===== src/sv/usbmtx_pkg.sv =====
`timescale 1ns / 1ps
// usbmtx_pkg: types and constants for the usb-midi transmit packetizer fifo
// no dependencies

package usbmtx_pkg;

  typedef enum logic [1:0] {
    MODE_EVENT = 2'd0,
    MODE_SYSEX = 2'd1,
    MODE_FLUSH = 2'd2,
    MODE_NONE  = 2'd3
  } mode_e;

  typedef enum logic [1:0] {
    STAT_OK    = 2'd0,
    STAT_FULL  = 2'd1,
    STAT_SHORT = 2'd2
  } status_e;

  typedef enum logic {
    ST_IDLE  = 1'b0,
    ST_DRAIN = 1'b1
  } state_e;

  localparam logic [3:0] CIN_SYSEX_BEGIN = 4'h4;
  localparam logic [3:0] CIN_SYSEX_END1  = 4'h5;
  localparam logic [3:0] CIN_SYSEX_END2  = 4'h6;
  localparam logic [3:0] CIN_SYSEX_END3  = 4'h7;

  localparam logic [7:0] SYSEX_EOX = 8'hF7;

  localparam int unsigned WORD_W  = 32;
  localparam int unsigned DRAIN_W = 5;
  localparam int unsigned LEN_W   = 7;

  typedef struct packed {
    logic [1:0]        status;
    logic              has_packet;
    logic [WORD_W-1:0] word;
    logic              last;
    logic [LEN_W-1:0]  len;
  } res_t;

endpackage


===== src/sv/usbmtx_ram.sv =====
`timescale 1ns / 1ps
// usbmtx_ram: generic single-write, single-read ram with registered read data
// no dependencies

module usbmtx_ram #(
  parameter int unsigned WIDTH = 32,
  parameter int unsigned DEPTH = 32
) (
  input  logic                                  clk_i,
  input  logic                                  we_i,
  input  logic [(DEPTH > 1 ? $clog2(DEPTH) : 1)-1:0] waddr_i,
  input  logic [WIDTH-1:0]                      wdata_i,
  input  logic                                  re_i,
  input  logic [(DEPTH > 1 ? $clog2(DEPTH) : 1)-1:0] raddr_i,
  output logic [WIDTH-1:0]                      rdata_o
);

  logic [WIDTH-1:0] mem_q [DEPTH];
  logic [WIDTH-1:0] rdata_q;

  always_ff @(posedge clk_i) begin
    if (we_i) begin
      mem_q[waddr_i] <= wdata_i;
    end
    if (re_i) begin
      rdata_q <= mem_q[raddr_i];
    end
  end

  assign rdata_o = rdata_q;

endmodule


===== src/sv/usb_midi_tx_packetizer_fifo_core.sv =====
`timescale 1ns / 1ps
// usb_midi_tx_packetizer_fifo_core: usb-midi transmit event packet fifo
// depends on usbmtx_pkg and usbmtx_ram
// event, sysex and no-op words each give one registered result in the output queue
// flush: ram read data goes to the output queue, one packet per cycle while it has room
// state returns to idle once the last drained packet is queued; then new words are accepted
// reset clears pointers, held sysex count, flags and cable number; packet ram is not cleared

module usb_midi_tx_packetizer_fifo_core #(
  parameter int unsigned FIFO_DEPTH     = 32,
  parameter int unsigned ENDPOINT_BYTES = 64
) (
  input  logic       clk_i,
  input  logic       rst_ni,
  input  logic       cfg_we_i,
  input  logic [3:0] cfg_wdata_i,
  input  logic       in_valid_i,
  output logic       in_stall_o,
  input  logic [1:0] mode_i,
  input  logic [3:0] code_index_i,
  input  logic [7:0] byte0_i,
  input  logic [7:0] byte1_i,
  input  logic [7:0] byte2_i,
  input  logic       sysex_last_i,
  input  logic       endpoint_idle_i,
  output logic       out_valid_o,
  input  logic       out_stall_i,
  output logic [1:0] status_o,
  output logic       has_packet_o,
  output logic [7:0] header_o,
  output logic [7:0] data_a_o,
  output logic [7:0] data_b_o,
  output logic [7:0] data_c_o,
  output logic       last_o,
  output logic [6:0] transfer_length_o
);

  localparam int unsigned PTR_W     = (FIFO_DEPTH > 1) ? $clog2(FIFO_DEPTH) : 1;
  localparam int unsigned DRAIN_MAX = (ENDPOINT_BYTES / 4 < 16) ? ENDPOINT_BYTES / 4 : 16;
  localparam int unsigned DW        = usbmtx_pkg::DRAIN_W;

  usbmtx_pkg::state_e state_q, state_d;
  logic [PTR_W-1:0]   wp_q, wp_d, rp_q, rp_d;
  logic [3:0]         cable_q;
  logic [7:0]         held0_q, held0_d, held1_q, held1_d;
  logic [1:0]         held_cnt_q, held_cnt_d;
  logic               discard_q, discard_d;
  logic               in_msg_q, in_msg_d;
  logic [DW-1:0]      rem_q, rem_d, total_q, total_d;
  logic               rdv_q, rdv_d, rd_last_q, rd_last_d;

  usbmtx_pkg::res_t   q_ent_q [2];
  logic               q_head_q;
  logic [1:0]         q_cnt_q;
  usbmtx_pkg::res_t   res_in;
  usbmtx_pkg::res_t   head;
  logic               res_push, pop;

  logic               in_acc;
  logic               push_req, full, mem_we, rd_issue;
  logic [3:0]         push_code;
  logic [7:0]         push_a, push_b, push_c;
  logic [PTR_W-1:0]   wp_next, rp_next;
  logic [PTR_W:0]     occ;
  logic [DW-1:0]      drain_n;
  logic [2:0]         credit;
  logic [1:0]         st;
  logic [usbmtx_pkg::WORD_W-1:0] rdata, wdata;

  assign wp_next = (wp_q == PTR_W'(FIFO_DEPTH - 1)) ? '0 : wp_q + 1'b1;
  assign rp_next = (rp_q == PTR_W'(FIFO_DEPTH - 1)) ? '0 : rp_q + 1'b1;
  assign full    = (wp_next == rp_q);
  assign mem_we  = push_req && !full;
  assign wdata   = {push_c, push_b, push_a, cable_q, push_code};

  assign occ     = {1'b0, wp_q} - {1'b0, rp_q}
                   + ((wp_q < rp_q) ? (PTR_W + 1)'(FIFO_DEPTH) : '0);
  assign drain_n = (32'(occ) < DRAIN_MAX) ? DW'(occ) : DW'(DRAIN_MAX);

  assign in_stall_o = !(state_q == usbmtx_pkg::ST_IDLE && q_cnt_q != 2'd2);
  assign in_acc     = in_valid_i && !in_stall_o;

  assign head        = q_ent_q[q_head_q];
  assign out_valid_o = (q_cnt_q != 2'd0);
  assign pop         = out_valid_o && !out_stall_i;
  assign credit      = 3'(q_cnt_q) + 3'(rdv_q) - 3'(pop);

  usbmtx_ram #(
    .WIDTH (usbmtx_pkg::WORD_W),
    .DEPTH (FIFO_DEPTH)
  ) u_store (
    .clk_i   (clk_i),
    .we_i    (mem_we),
    .waddr_i (wp_q),
    .wdata_i (wdata),
    .re_i    (rd_issue),
    .raddr_i (rp_q),
    .rdata_o (rdata)
  );

  always_comb begin
    state_d    = state_q;
    wp_d       = mem_we ? wp_next : wp_q;
    rp_d       = rp_q;
    held0_d    = held0_q;
    held1_d    = held1_q;
    held_cnt_d = held_cnt_q;
    discard_d  = discard_q;
    in_msg_d   = in_msg_q;
    rem_d      = rem_q;
    total_d    = total_q;
    rdv_d      = 1'b0;
    rd_last_d  = rd_last_q;
    rd_issue   = 1'b0;
    push_req   = 1'b0;
    push_code  = code_index_i;
    push_a     = byte0_i;
    push_b     = byte1_i;
    push_c     = byte2_i;
    st         = usbmtx_pkg::STAT_OK;
    res_push   = 1'b0;
    res_in     = '0;

    unique case (state_q)
      usbmtx_pkg::ST_IDLE: begin
        if (in_acc) begin
          res_push = 1'b1;
          case (mode_i)
            usbmtx_pkg::MODE_EVENT: begin
              push_req = 1'b1;
              st       = full ? usbmtx_pkg::STAT_FULL : usbmtx_pkg::STAT_OK;
            end
            usbmtx_pkg::MODE_SYSEX: begin
              push_a = held0_q;
              push_b = held1_q;
              push_c = byte0_i;
              if (discard_q) begin
                st = usbmtx_pkg::STAT_FULL;
                if (sysex_last_i) begin
                  discard_d  = 1'b0;
                  held_cnt_d = 2'd0;
                  in_msg_d   = 1'b0;
                end
              end else if (sysex_last_i) begin
                held_cnt_d = 2'd0;
                in_msg_d   = 1'b0;
                if (held_cnt_q == 2'd0 && !in_msg_q) begin
                  st = usbmtx_pkg::STAT_SHORT;
                end else begin
                  push_req = 1'b1;
                  st       = full ? usbmtx_pkg::STAT_FULL : usbmtx_pkg::STAT_OK;
                  if (held_cnt_q[1]) begin
                    push_code = (byte0_i == usbmtx_pkg::SYSEX_EOX) ?
                                usbmtx_pkg::CIN_SYSEX_END3 : usbmtx_pkg::CIN_SYSEX_BEGIN;
                  end else if (held_cnt_q == 2'd1) begin
                    push_code = usbmtx_pkg::CIN_SYSEX_END2;
                    push_b    = byte0_i;
                    push_c    = 8'd0;
                  end else begin
                    push_code = usbmtx_pkg::CIN_SYSEX_END1;
                    push_a    = byte0_i;
                    push_b    = 8'd0;
                    push_c    = 8'd0;
                  end
                end
              end else if (held_cnt_q[1]) begin
                held_cnt_d = 2'd0;
                push_req   = 1'b1;
                push_code  = usbmtx_pkg::CIN_SYSEX_BEGIN;
                if (full) begin
                  discard_d = 1'b1;
                  in_msg_d  = 1'b0;
                  st        = usbmtx_pkg::STAT_FULL;
                end else begin
                  in_msg_d = 1'b1;
                end
              end else begin
                if (held_cnt_q == 2'd0) begin
                  held0_d = byte0_i;
                end else begin
                  held1_d = byte0_i;
                end
                held_cnt_d = held_cnt_q + 2'd1;
                in_msg_d   = 1'b1;
              end
            end
            usbmtx_pkg::MODE_FLUSH: begin
              if (endpoint_idle_i && wp_q != rp_q) begin
                res_push = 1'b0;
                state_d  = usbmtx_pkg::ST_DRAIN;
                rem_d    = drain_n;
                total_d  = drain_n;
              end
            end
            default: ;
          endcase
          res_in.status = st;
          res_in.last   = 1'b1;
        end
      end
      usbmtx_pkg::ST_DRAIN: begin
        // read only when the output queue has room for the returning word
        if (rem_q != '0 && credit < 3'd2) begin
          rd_issue  = 1'b1;
          rdv_d     = 1'b1;
          rd_last_d = (rem_q == DW'(1));
          rem_d     = rem_q - 1'b1;
          rp_d      = rp_next;
        end
        if (rdv_q) begin
          res_push          = 1'b1;
          res_in.status     = usbmtx_pkg::STAT_OK;
          res_in.has_packet = 1'b1;
          res_in.word       = rdata;
          res_in.last       = rd_last_q;
          res_in.len        = rd_last_q ? {total_q, 2'b00} : '0;
          if (rd_last_q) begin
            state_d = usbmtx_pkg::ST_IDLE;
          end
        end
      end
      default: ;
    endcase
  end

  always_ff @(posedge clk_i or negedge rst_ni) begin
    if (!rst_ni) begin
      state_q    <= usbmtx_pkg::ST_IDLE;
      wp_q       <= '0;
      rp_q       <= '0;
      cable_q    <= '0;
      held_cnt_q <= '0;
      discard_q  <= 1'b0;
      in_msg_q   <= 1'b0;
      rem_q      <= '0;
      rdv_q      <= 1'b0;
      rd_last_q  <= 1'b0;
      q_head_q   <= 1'b0;
      q_cnt_q    <= '0;
    end else begin
      state_q    <= state_d;
      wp_q       <= wp_d;
      rp_q       <= rp_d;
      held_cnt_q <= held_cnt_d;
      discard_q  <= discard_d;
      in_msg_q   <= in_msg_d;
      rem_q      <= rem_d;
      rdv_q      <= rdv_d;
      rd_last_q  <= rd_last_d;
      q_head_q   <= q_head_q ^ pop;
      q_cnt_q    <= q_cnt_q + 2'(res_push) - 2'(pop);
      if (cfg_we_i) begin
        cable_q <= cfg_wdata_i;
      end
    end
  end

  always_ff @(posedge clk_i) begin
    held0_q <= held0_d;
    held1_q <= held1_d;
    total_q <= total_d;
    if (res_push) begin
      q_ent_q[q_head_q ^ q_cnt_q[0]] <= res_in;
    end
  end

  assign status_o          = head.status;
  assign has_packet_o      = head.has_packet;
  assign header_o          = head.word[7:0];
  assign data_a_o          = head.word[15:8];
  assign data_b_o          = head.word[23:16];
  assign data_c_o          = head.word[31:24];
  assign last_o            = head.last;
  assign transfer_length_o = head.len;

  a_queue_credit: assert property (@(posedge clk_i) disable iff (!rst_ni)
    (3'(q_cnt_q) + 3'(rdv_q)) <= 3'd2)
    else $error("output queue overcommitted");

  a_accept_quiet: assert property (@(posedge clk_i) disable iff (!rst_ni)
    in_acc |-> !rdv_q && rem_q == '0)
    else $error("word accepted while a drain is in progress");

  a_read_nonempty: assert property (@(posedge clk_i) disable iff (!rst_ni)
    rd_issue |-> wp_q != rp_q)
    else $error("drain read from an empty fifo");

  a_drain_length: assert property (@(posedge clk_i) disable iff (!rst_ni)
    out_valid_o && has_packet_o && last_o |-> transfer_length_o != '0)
    else $error("last drained packet without a transfer length");

  a_no_write_in_drain: assert property (@(posedge clk_i) disable iff (!rst_ni)
    state_q == usbmtx_pkg::ST_DRAIN |-> !mem_we && $stable(wp_q))
    else $error("packet written during a drain");

endmodule

===== config.mk =====
export PLATFORM = sky130hd
export DESIGN_NAME = usb_midi_tx_packetizer_fifo_core
export DESIGN_NICKNAME = d
export VERILOG_FILES = /design/src/sv/usbmtx_pkg.sv /design/src/sv/usbmtx_ram.sv /design/src/sv/usb_midi_tx_packetizer_fifo_core.sv
export SDC_FILE = /design/constraint.sdc
export NUM_CORES = 1
export LEC_CHECK = 0
export BUFFER_PORTS_ARGS = -buffer_cell sky130_fd_sc_hd__buf_2
export CELL_PAD_IN_SITES_DETAIL_PLACEMENT = 0
export CELL_PAD_IN_SITES_GLOBAL_PLACEMENT = 1
export CORE_ASPECT_RATIO = 0.7
export CORE_MARGIN = 2
export CORE_UTILIZATION = 43
export CTS_BUF_LIST = sky130_fd_sc_hd__clkbuf_4 sky130_fd_sc_hd__clkbuf_8
export DETAILED_ROUTE_END_ITERATION = 8
export PLACE_DENSITY_LB_ADDON = 0.05
export SETUP_SLACK_MARGIN = 0.5
export SLEW_MARGIN = 30
export SYNTH_ARGS = -nofsm -noshare
export SYNTH_HDL_FRONTEND = slang
export SYNTH_HIERARCHICAL = 1
export SYNTH_SLANG_ARGS = --single-unit

===== constraint.sdc =====
create_clock -name clk_i -period 12.2 [get_ports clk_i]
set_input_delay 1.22 -clock clk_i [delete_from_list [all_inputs] [get_ports clk_i]]
set_output_delay 1.22 -clock clk_i [all_outputs]
set_load 0.02 [all_outputs]

* Word level (Yosys, flattened, before mapping)
Memories as Yosys holds them, arrays and structs flattened. A register that Yosys moved wholly into a read port is not among the register bits. Index checks and enable logic that the tools add are counted.
Word-level totals: input bits 41, output and inout port bits 45, memory bits (writable) 1110, register bits 50, logic and storage cells 168, memories 2
Memories:
- u_store.mem_q | depth 32, bits a word 32, rd ports 1, clocked after Yosys merged registers in 1, wr ports 1, RTL line usbmtx_ram.sv:18 | logic [WIDTH-1:0] mem_q [DEPTH];
- q_ent_q | depth 2, bits a word 43, rd ports 1, clocked after Yosys merged registers in 0, wr ports 1, RTL line usb_midi_tx_packetizer_fifo_core.sv:52 | usbmtx_pkg::res_t q_ent_q [2];
Operators by class: $lt $le $gt $ge 3, reduce and logical (&&, ||, !) cells 22, mux-type cells 94, bitwise operators 7, eq/ne operators 15, $add $sub $neg 10
Operators by type and width (number):
- $mux 8 | 23
- $mux 41 | 1
- $mux 5 | 7
- $mux 1 | 34
- $mux 33 | 1
- $mux 4 | 7
- $mux 2 | 11
- $mux 7 | 2
- $reduce_and 7->1 | 2
- $reduce_and 4->1 | 3
- $add 5x1->5 const B | 2
- $eq 5x5->1 const B | 2
- $pmux 5 s2 | 1
- $eq 8x8->1 const B | 1
- $pmux 1 s2 | 4
- $pmux 2 s2 | 2
- $logic_and 1x1->1 | 7
- $add 6x6->6 | 1
- $lt 6x5->1 const B | 1
- $mux 6 | 1
- $ne 2x1->1 const B | 3
- $ne 2x2->1 const B | 3
- $sub 5x5->6 | 1
- $eq 5x1->1 const B | 1
- other kinds (20) | 30

* Longest topological paths before layout
Gate-level depths: netlist of run 1.
word-level depth 11, mapped depth 13, depth with buffers taken out 11

* Modules after synthesis
Netlist of run 1, hierarchy kept.
Modules (own cells, without submodules):
- usbmtx_ram | instances 1, area each 40812.9 µm², cells each 2260, sequential area each 31710.4 µm²
- usb_midi_tx_packetizer_fifo_core | instances 1, area each 6389.9 µm², cells each 475, sequential area each 3818.7 µm²

* Worst setup path before layout of run 1
OpenSTA, ideal clock, no wires.
kind register -> register, start reg wp_q[0], end mem u_store.mem_q[12][0] (enable), required time 11.779 ns, path buffers 2, setup slack 7.813 ns, stages on the path, launching flop included 11, arrival time 3.965 ns, cell sequence dfrtp_1 -> ha_1 -> and3_1 -> ha_1 -> buf_2 -> or3_1 -> and3_4 -> a21oi_4 -> or3b_2 -> clkbuf_1 -> nor2_1
Between the ends: word-level cells in the longest chain between the ends 7
RTL lines:
- start: declaration | RTL line usb_midi_tx_packetizer_fifo_core.sv:43 | logic [PTR_W-1:0] wp_q, wp_d, rp_q, rp_d;
- start signal: assignment | RTL line usb_midi_tx_packetizer_fifo_core.sv:242 | wp_q <= wp_d;
- $add 5x1->5 / $eq 5x5->1 (equally long branches) | RTL line usb_midi_tx_packetizer_fifo_core.sv:70 | assign wp_next = (wp_q == PTR_W'(FIFO_DEPTH - 1)) ? '0 : wp_q + 1'b1;
- $mux 5 * | RTL line usb_midi_tx_packetizer_fifo_core.sv:70
- $eq 5x5->1 * | RTL line usb_midi_tx_packetizer_fifo_core.sv:72 | assign full = (wp_next == rp_q);
- $logic_not 1->1 * | RTL line usb_midi_tx_packetizer_fifo_core.sv:73 | assign mem_we = push_req && !full;
- $logic_and 1x1->1 * | RTL line usb_midi_tx_packetizer_fifo_core.sv:73
- via mem_we | RTL line usb_midi_tx_packetizer_fifo_core.sv:60 | logic push_req, full, mem_we, rd_issue;
- $mux 1 * | RTL line usbmtx_ram.sv:22 | if (we_i) begin
- $mux 1 (not written as such) * | RTL line usbmtx_ram.sv:23 | mem_q[waddr_i] <= wdata_i;
- end: declaration | RTL line usbmtx_ram.sv:18
Mark *: on every way through the listed nets, which the timed path passes. The rest lies on a longest branch.

* Worst setup path after layout of run 1
start reg wp_q[1], end mem u_store.mem_q[17][18] (enable)
The elaborated chain is that of the path after synthesis.

==> flow_summary_export.csv, run 1 <==
group,metric,value,unit
run,maxCapViolations,0,
drt,wl_per_cell,29.9,um
drt,vias,25700,
critical_path,required,12.71,ns
clock_network,clockBufferDepth,3,
clock_network,htree_levels,4,
clock_network,cts_buffers,181,
global_routing,grt_use_total,24.1,%
critical_path,reg2reg_to,"u_store/mem_q[17][18]$_DFFE_PP_",
drt,wl,135,mm
critical_path,cp-end-kind,"flip-flop",
power,peakVddDrop,0.000187,V
drt,drc,0,
timing,setup_viol,0,
synthesis,yosys.cell_types.count,70,
placed_design,dp_hpwl,81.2,mm
drt,ant_nets,0,
critical_path,cp-endpoint,"u_store/mem_q[17][18]$_DFFE_PP_",
critical_path,critPathMostFrequentCell,"ha_1",
global_routing,antenna_found_initial,7,
global_routing,grt_pass1_vias,25500,
critical_path,path_max_fanout,17,
synthesis,synth.most_common_cell,"edfxtp_1",
drt,drt-initial-drc-count,2390,
floorplan,rows,101,
synthesis,yosys.area.top_type_share,73.7,%
clock_network,clk_latency,0.87,ns
clock_network,path_clk_slew,0.07,ns
timing,timing.fmax,0.209,GHz
critical_path,crit_start,"wp_q[1]$_DFFE_PN0P_",
placed_design,gp_congestion,0.795,
finish,final_nets,2994,
critical_path,critical_path_class,"flip-flop to flip-flop",
timing,fin_skew,0.0351,ns
timing,slew_violations,0,
timing,slew_headroom,31.4,%
synthesis,yosysWarnings,6,
floorplan,num_io_pins,86,
synthesis,synth_top_cells_by_count,"edfxtp_1, mux2i_1, nand2_1",
timing,post-route-period-util,39.2,%
synthesis,synthCells,2735,
finish,layout-drive-gt1-share,19.0,%
outcome,outcome,"complete, no violations",
floorplan,start_util,43.4,%
timing,finalCriticalPeriod,4.78,ns
timing,rsz0062_at_grt,"no",
timing,finalHoldViolCount,0,
timing,tightest_slew,1.03,ns
synthesis,synth_edf_count,1159,
clock_network,ctsResizeCount,0,
clock_network,cts-root-buf,"clkbuf_8",
drt,drt-pass1-iter-count,5,
clock_network,tritoncts,"done",
synthesis,ys_async_sr_fraction,2.44,%
clock_network,post_cts_buffers,0,
clock_network,cts_hold_buffers,0,
critical_path,reg2reg_depth,10,
critical_path,cp.arrival,5.29,ns
synthesis,synth.avg_cell_area,17.3,um^2
global_routing,grt_pass1_wl,190,mm
critical_path,r2r-start,"wp_q[1]$_DFFE_PN0P_",
floorplan,coreArea,109000,um^2
power,p_leak,18.8,nW
synthesis,yosys_most_used_dff,"edfxtp_1",
clock_network,clock_sinks,1188,
critical_path,slowest_delay,1.01,ns
finish,syn_to_final_growth,13.6,%
global_routing,grt.overflow.total,0,
synthesis,yosys-top-cells-area,"edfxtp_1, mux2i_1, a22oi_1, dfrtp_1, a22o_1",
placed_design,portBuffers,83,
global_routing,grt_max_degree,101,
drt,vias_per_cell,5.69,
floorplan,die_w,400,um
synthesis,syn_area,47200,um^2
critical_path,setup.worst_path.start_class,"flip-flop",
synthesis,synth_largest_area_cell,"edfxtp_1",
critical_path,r2r_setup_slack,7.42,ns
hold_path,hold_path.class,"input port to async pin",
power,p_per_area,219,nW/um^2
synthesis,seq_area_frac_synth,75.3,%
floorplan,dieArea,112000,um^2
floorplan,chipHeight,281,um
timing,fin_setup_tns,0,ns
timing,hold_ws,0.446,ns
critical_path,cp_slowest_cell,"nor2_4",
synthesis,ys_seq_elements,1188,
critical_path,crit_chain,"ha_1 > and3_1 > ha_1 > nor2_1 > mux2i_1 > xnor2_1 > a21oi_4 > nand3b_1 > nor2_4 > buf_4",
## cell usage in the layout (no fill, tap or decap), types with 49 or more instances in the layout
cell,synthesis,routed
buf_2,32,83
clkbuf_8,0,189
mux2i_1,513,513
buf_4,38,56
nand3_1,106,106
a22oi_1,97,97
edfxtp_1,1159,1159
mux2_2,56,56
a22o_1,74,69
nand2_1,115,114
and3_1,49,49
a21oi_1,104,104
clkbuf_4,2,58
## power by group
| part | switching (mW) | internal (mW) | leakage (nW) | total (mW) |
|---|---|---|---|---|
| registers | 0.236 | 4.83 | 10.8 | 5.06 |
| clock network | 1.55 | 1.70 | 1.86 | 3.25 |
| logic | 2.25 | 1.19 | 6.15 | 3.43 |
| total | 4.04 | 7.71 | 18.8 | 11.8 |
## kinds of logic (layout without fill, tap and decap cells)
family	after synthesis	after routing	synth area share [%]
compound gates	359	359	5.34
xor+xnor	13	13	0.241
fa+ha+maj	16	16	0.456
buf+inv	168	506	2.04
flops	1188	1188	75.3
mux	570	570	12.2
other cells	1	5	0.00794
simple gates	420	420	4.42
## how the worst min path moves through the flow
stage | startpoint | to | slack (ns)
after floorplan | rd_last_q$_DFFE_PN0P_ | rd_last_q$_DFFE_PN0P_ | 0.52
after global placement | cable_q[3]$_DFFE_PN0P_ | cable_q[3]$_DFFE_PN0P_ | 0.50
after global routing | rst_ni | rem_q[1]$_DFFE_PN0P_ | 0.47
final | rst_ni | q_head_q$_DFF_PN0_ | 0.45
after CTS | rst_ni | rem_q[0]$_DFFE_PN0P_ | 0.39
after detailed placement | cable_q[0]$_DFFE_PN0P_ | cable_q[0]$_DFFE_PN0P_ | 0.50
## flip-flops by register name, summed over array words and instances, names as in the netlist
| register | flops |
|---|---|
| held1_q | 8 |
| held_cnt_q | 2 |
| total_q | 5 |
| held0_q | 8 |
| in_msg_q | 1 |
| discard_q | 1 |
| q_ent_q | 82 |
| rdv_q | 1 |
| state_q | 1 |
| q_head_q | 1 |
| u_store/mem_q | 1024 |
| rd_last_q | 1 |
| cable_q | 4 |
| q_cnt_q | 2 |
| rem_q | 5 |
| u_store/rdata_o | 32 |
| rp_q | 5 |
| wp_q | 5 |
## metrics by stage
| step | util, % | power [mW] | instances | setup slack (ns) | area, um^2 |
|---|---|---|---|---|---|
| after floorplan | - | 7.39 | 2736 | 7.81 | 47200 |
| after global placement | 45.4 | 8.57 | 4168 | 7.34 | 49300 |
| after detailed placement | 46.1 | 8.59 | 4195 | 7.31 | 50100 |
| after CTS | 49.3 | 11.8 | 4515 | 7.45 | 53600 |
| after global routing | 49.3 | 12.3 | 4517 | 7.22 | 53600 |
| final | 49.3 | 11.8 | 4519 | 7.42 | 53600 |
## layout make-up
class,count,area (um^2)
Fill cell,9135,55100
Sequential cell,1188,35500
Multi-Input combinational cell,1380,11000
Clock buffer,247,3040
Tap cell,1442,1800
Timing Repair Buffer,171,1650
Clock inverter,73,475
Inverter,15,68.8
Antenna cell,3,7.51
## routing by layer
| layer | part of all wire [%] | track usage (%) | vias to the layer above |
|---|---|---|---|
| met5 | 0.0081 | 0 | - |
| met4 | 2.6 | 7.91 | 2 |
| met3 | 6.3 | 4.82 | 195 |
| met2 | 44 | 35.3 | 831 |
| met1 | 47 | 36.0 | 13500 |
| li1 | - | - | 11200 |
## critical path, delay by kind of cell, from the launching register on
kind	cells	cell delay [ns]
simple gates	4	1.95
fa+ha+maj	2	0.64
flops	1	0.58
buf+inv	1	0.50
compound gates	1	0.33
xor+xnor	1	0.23
mux	1	0.18
Note: power is estimated with default switching activity, not from simulation.
==> run 2: changes to the inputs <==
==> constraint.sdc (replaced) <==
create_clock -name clk_i -period 4 [get_ports clk_i]
set_input_delay 0.4 -clock clk_i [delete_from_list [all_inputs] [get_ports clk_i]]
set_output_delay 0.4 -clock clk_i [all_outputs]
set_load 0.02 [all_outputs]
==> flow_summary_export.csv, run 2 (synthesized netlist as in run 1, its figures left out) <==
group,metric,value,unit
timing,fin_skew,0.0411,ns
global_routing,grt_use_met3,3.13,%
critical_path,cp-end-kind,"flip-flop",
critical_path,cp.arrival,3.87,ns
timing,finalHoldViolCount,0,
global_routing,grt_pass1_vias,25500,
power,p_per_area,650,nW/um^2
critical_path,critical_path_class,"flip-flop to flip-flop",
global_routing,gr-usage-met1,32.6,%
timing,slew_violations,0,
drt,vias_per_cell,5.51,
clock_network,tritoncts,"done",
clock_network,htree_levels,4,
floorplan,dieArea,112000,um^2
run,maxCapViolations,0,
floorplan,chipHeight,281,um
finish,syn_to_final_growth,15.3,%
finish,top_register,"u_store/mem_q",
critical_path,setup.worst_path.start_class,"flip-flop",
timing,setup_viol,0,
timing,fin_setup_tns,0,ns
clock_network,path_clk_slew,0.06,ns
power,clock_power_share,27.4,%
clock_network,clockBufferDepth,3,
timing,tightest_slew,1.03,ns
global_routing,grt_use_total,21.8,%
critical_path,reg2reg_to,"u_store/mem_q[18][0]$_DFFE_PP_",
timing,slew_headroom,31.2,%
floorplan,num_io_pins,86,
timing,rsz0062_at_grt,"no",
hold_path,hold_depth,5,
finish,layout_commonest_cell,"edfxtp_1",
critical_path,r2r-start,"wp_q[0]$_DFFE_PN0P_",
power,p_switching,11.7,mW
critical_path,slowest_delay,0.73,ns
critical_path,reg2reg_depth,9,
placed_design,portBuffers,83,
floorplan,start_util,43.4,%
critical_path,critPathMostFrequentCell,"ha_1",
placed_design,dp_hpwl,74.2,mm
drt,drc,0,
critical_path,path_max_fanout,11,
hold_path,hold_start,"in_valid_i",
outcome,outcome,"complete, no violations",
timing,post-route-period-util,84.8,%
power,p_sw_share,33.2,%
global_routing,grt.overflow.total,0,
power,p_seq_share,42.5,%
floorplan,rows,101,
critical_path,critPathBufInv,1,
floorplan,die_w,400,um
drt,drt-pass1-iter-count,6,
drt,ant_nets,0,
clock_network,clock_sinks,1188,
clock_network,cts_buffers,182,
hold_path,hold_path.class,"input port to flip-flop",
global_routing,met2_usage,32.5,%
drt,wl_per_cell,26.4,um
power,power.total,35.4,mW
power,p_comb_share,30.2,%
timing,timing.fmax,0.295,GHz
critical_path,cp_slowest_cell,"nor2_2",
critical_path,required,4.48,ns
clock_network,clk_latency,0.87,ns
clock_network,cts-root-buf,"clkbuf_8",
finish,largest_reg_flops,1024,
critical_path,r2r_setup_slack,0.61,ns
drt,vias,25400,
finish,final_cell_mix,"edfxtp_1, mux2i_1, clkbuf_8, nand2_1, nand3_1",
critical_path,crit_chain,"ha_1 > and3_1 > ha_1 > or3_1 > and3_4 > a21oi_4 > nand3b_1 > buf_12 > nor2_2",
global_routing,antenna_found_initial,3,
global_routing,grt_pass1_wl,176,mm
power,peakVddDrop,0.000569,V
global_routing,top_usage_layer,"met1",
hold_path,hold-path-endpoint,"rem_q[4]$_DFFE_PN0P_",
finish,final_nets,3079,
timing,finalCriticalPeriod,3.39,ns
power,p_leak,19.2,nW
global_routing,grt_max_degree,120,
drt,drt-initial-drc-count,2237,
timing,setup_ws,0.609,ns
floorplan,coreArea,109000,um^2
drt,wl,122,mm
placed_design,dp_slack,0.279,ns
critical_path,crit_family,"simple AND/OR/NAND/NOR gates",
power,internal-power,23.6,mW
finish,layout-drive-gt1-share,20.3,%
placed_design,gp_congestion,0.789,
run 2: cell types whose count changed in the layout (fill, tap and decap cells not counted), moves of 4 or more:
cell,delta
buf_4,+37
buf_12,+29
dlygate4sd3_1,+21
buf_16,-9
clkbuf_4,+9
clkinv_1,+7
buf_8,+4
clkinv_2,-4
dfrtp_2,+4
run 2: worst register-to-register path: stages (launching register included):
cell	delay, ns
dfrtp_2	0.40
ha_1	0.25
and3_1	0.21
ha_1	0.25
or3_1	0.36
and3_4	0.20
a21oi_4	0.24
nand3b_1	0.17
buf_12	0.20
nor2_2	0.75
run 2: power by group through the flow:
stage	logic (mW)	registers, mW	clock network [mW]
floorplan	7.38	15.2	0
global placement	10.6	15.3	0
detailed placement	10.7	15.3	0
CTS	10.8	15.0	9.95
global route	11.5	15.1	10.5
finish	10.7	15.0	9.68
run 2: layout make-up:
class | instances | area, um^2
Clock inverter | 69 | 347
Timing Repair Buffer | 252 | 2520
Clock buffer | 256 | 3100
Fill cell | 8968 | 54200
Antenna cell | 3 | 7.51
Multi-Input combinational cell | 1383 | 11000
Sequential cell | 1188 | 35500
Inverter | 15 | 68.8
Tap cell | 1442 | 1800
run 2: how the worst max path moves through the flow:
| stage | start | to | slack [ns] | cells after the start |
|---|---|---|---|---|
| floorplan | wp_q[1]$_DFFE_PN0P_ | u_store/mem_q[11][0]$_DFFE_PP_ | 0.37 | 9 |
| global placement | wp_q[0]$_DFFE_PN0P_ | u_store/mem_q[22][13]$_DFFE_PP_ | 0.28 | 9 |
| detailed placement | wp_q[0]$_DFFE_PN0P_ | u_store/mem_q[7][17]$_DFFE_PP_ | 0.28 | 10 |
| CTS | wp_q[0]$_DFFE_PN0P_ | u_store/mem_q[6][25]$_DFFE_PP_ | 0.56 | 10 |
| global route | wp_q[0]$_DFFE_PN0P_ | u_store/mem_q[6][27]$_DFFE_PP_ | 0.50 | 9 |
| finish | wp_q[0]$_DFFE_PN0P_ | u_store/mem_q[18][0]$_DFFE_PP_ | 0.61 | 9 |
run 2: through the flow:
step	hold slack (ns)	cell area, um^2	cells	util (%)
2_1_floorplan	0.104	47300	2736	-
3_3_place_gp	0.521	49900	4205	45.9
3_5_place_dp	0.528	50400	4228	46.4
4_1_cts	0.0420	54200	4581	49.8
5_1_grt	0.129	54400	4607	50.1
6_report	0.143	54400	4608	50.1
run 2: routing by layer:
metal / part of all wire, % / wire (um) / up-vias
met2: 45 / 54300 / 703
li1: - / - / 11400
met1: 48 / 58300 / 13100
met5: 0 / 0 / -
met3: 4.8 / 5870 / 173
met4: 2.6 / 3220 / 0
run 2: what timing repair did:
action                     CTS  global route
resized for setup            2             2
hold buffers                21             0
setup endpoints to repair  156           169
hold endpoints to repair    57             0
gates cloned                 3             0
setup buffers                4            24
pin swaps                    5            12
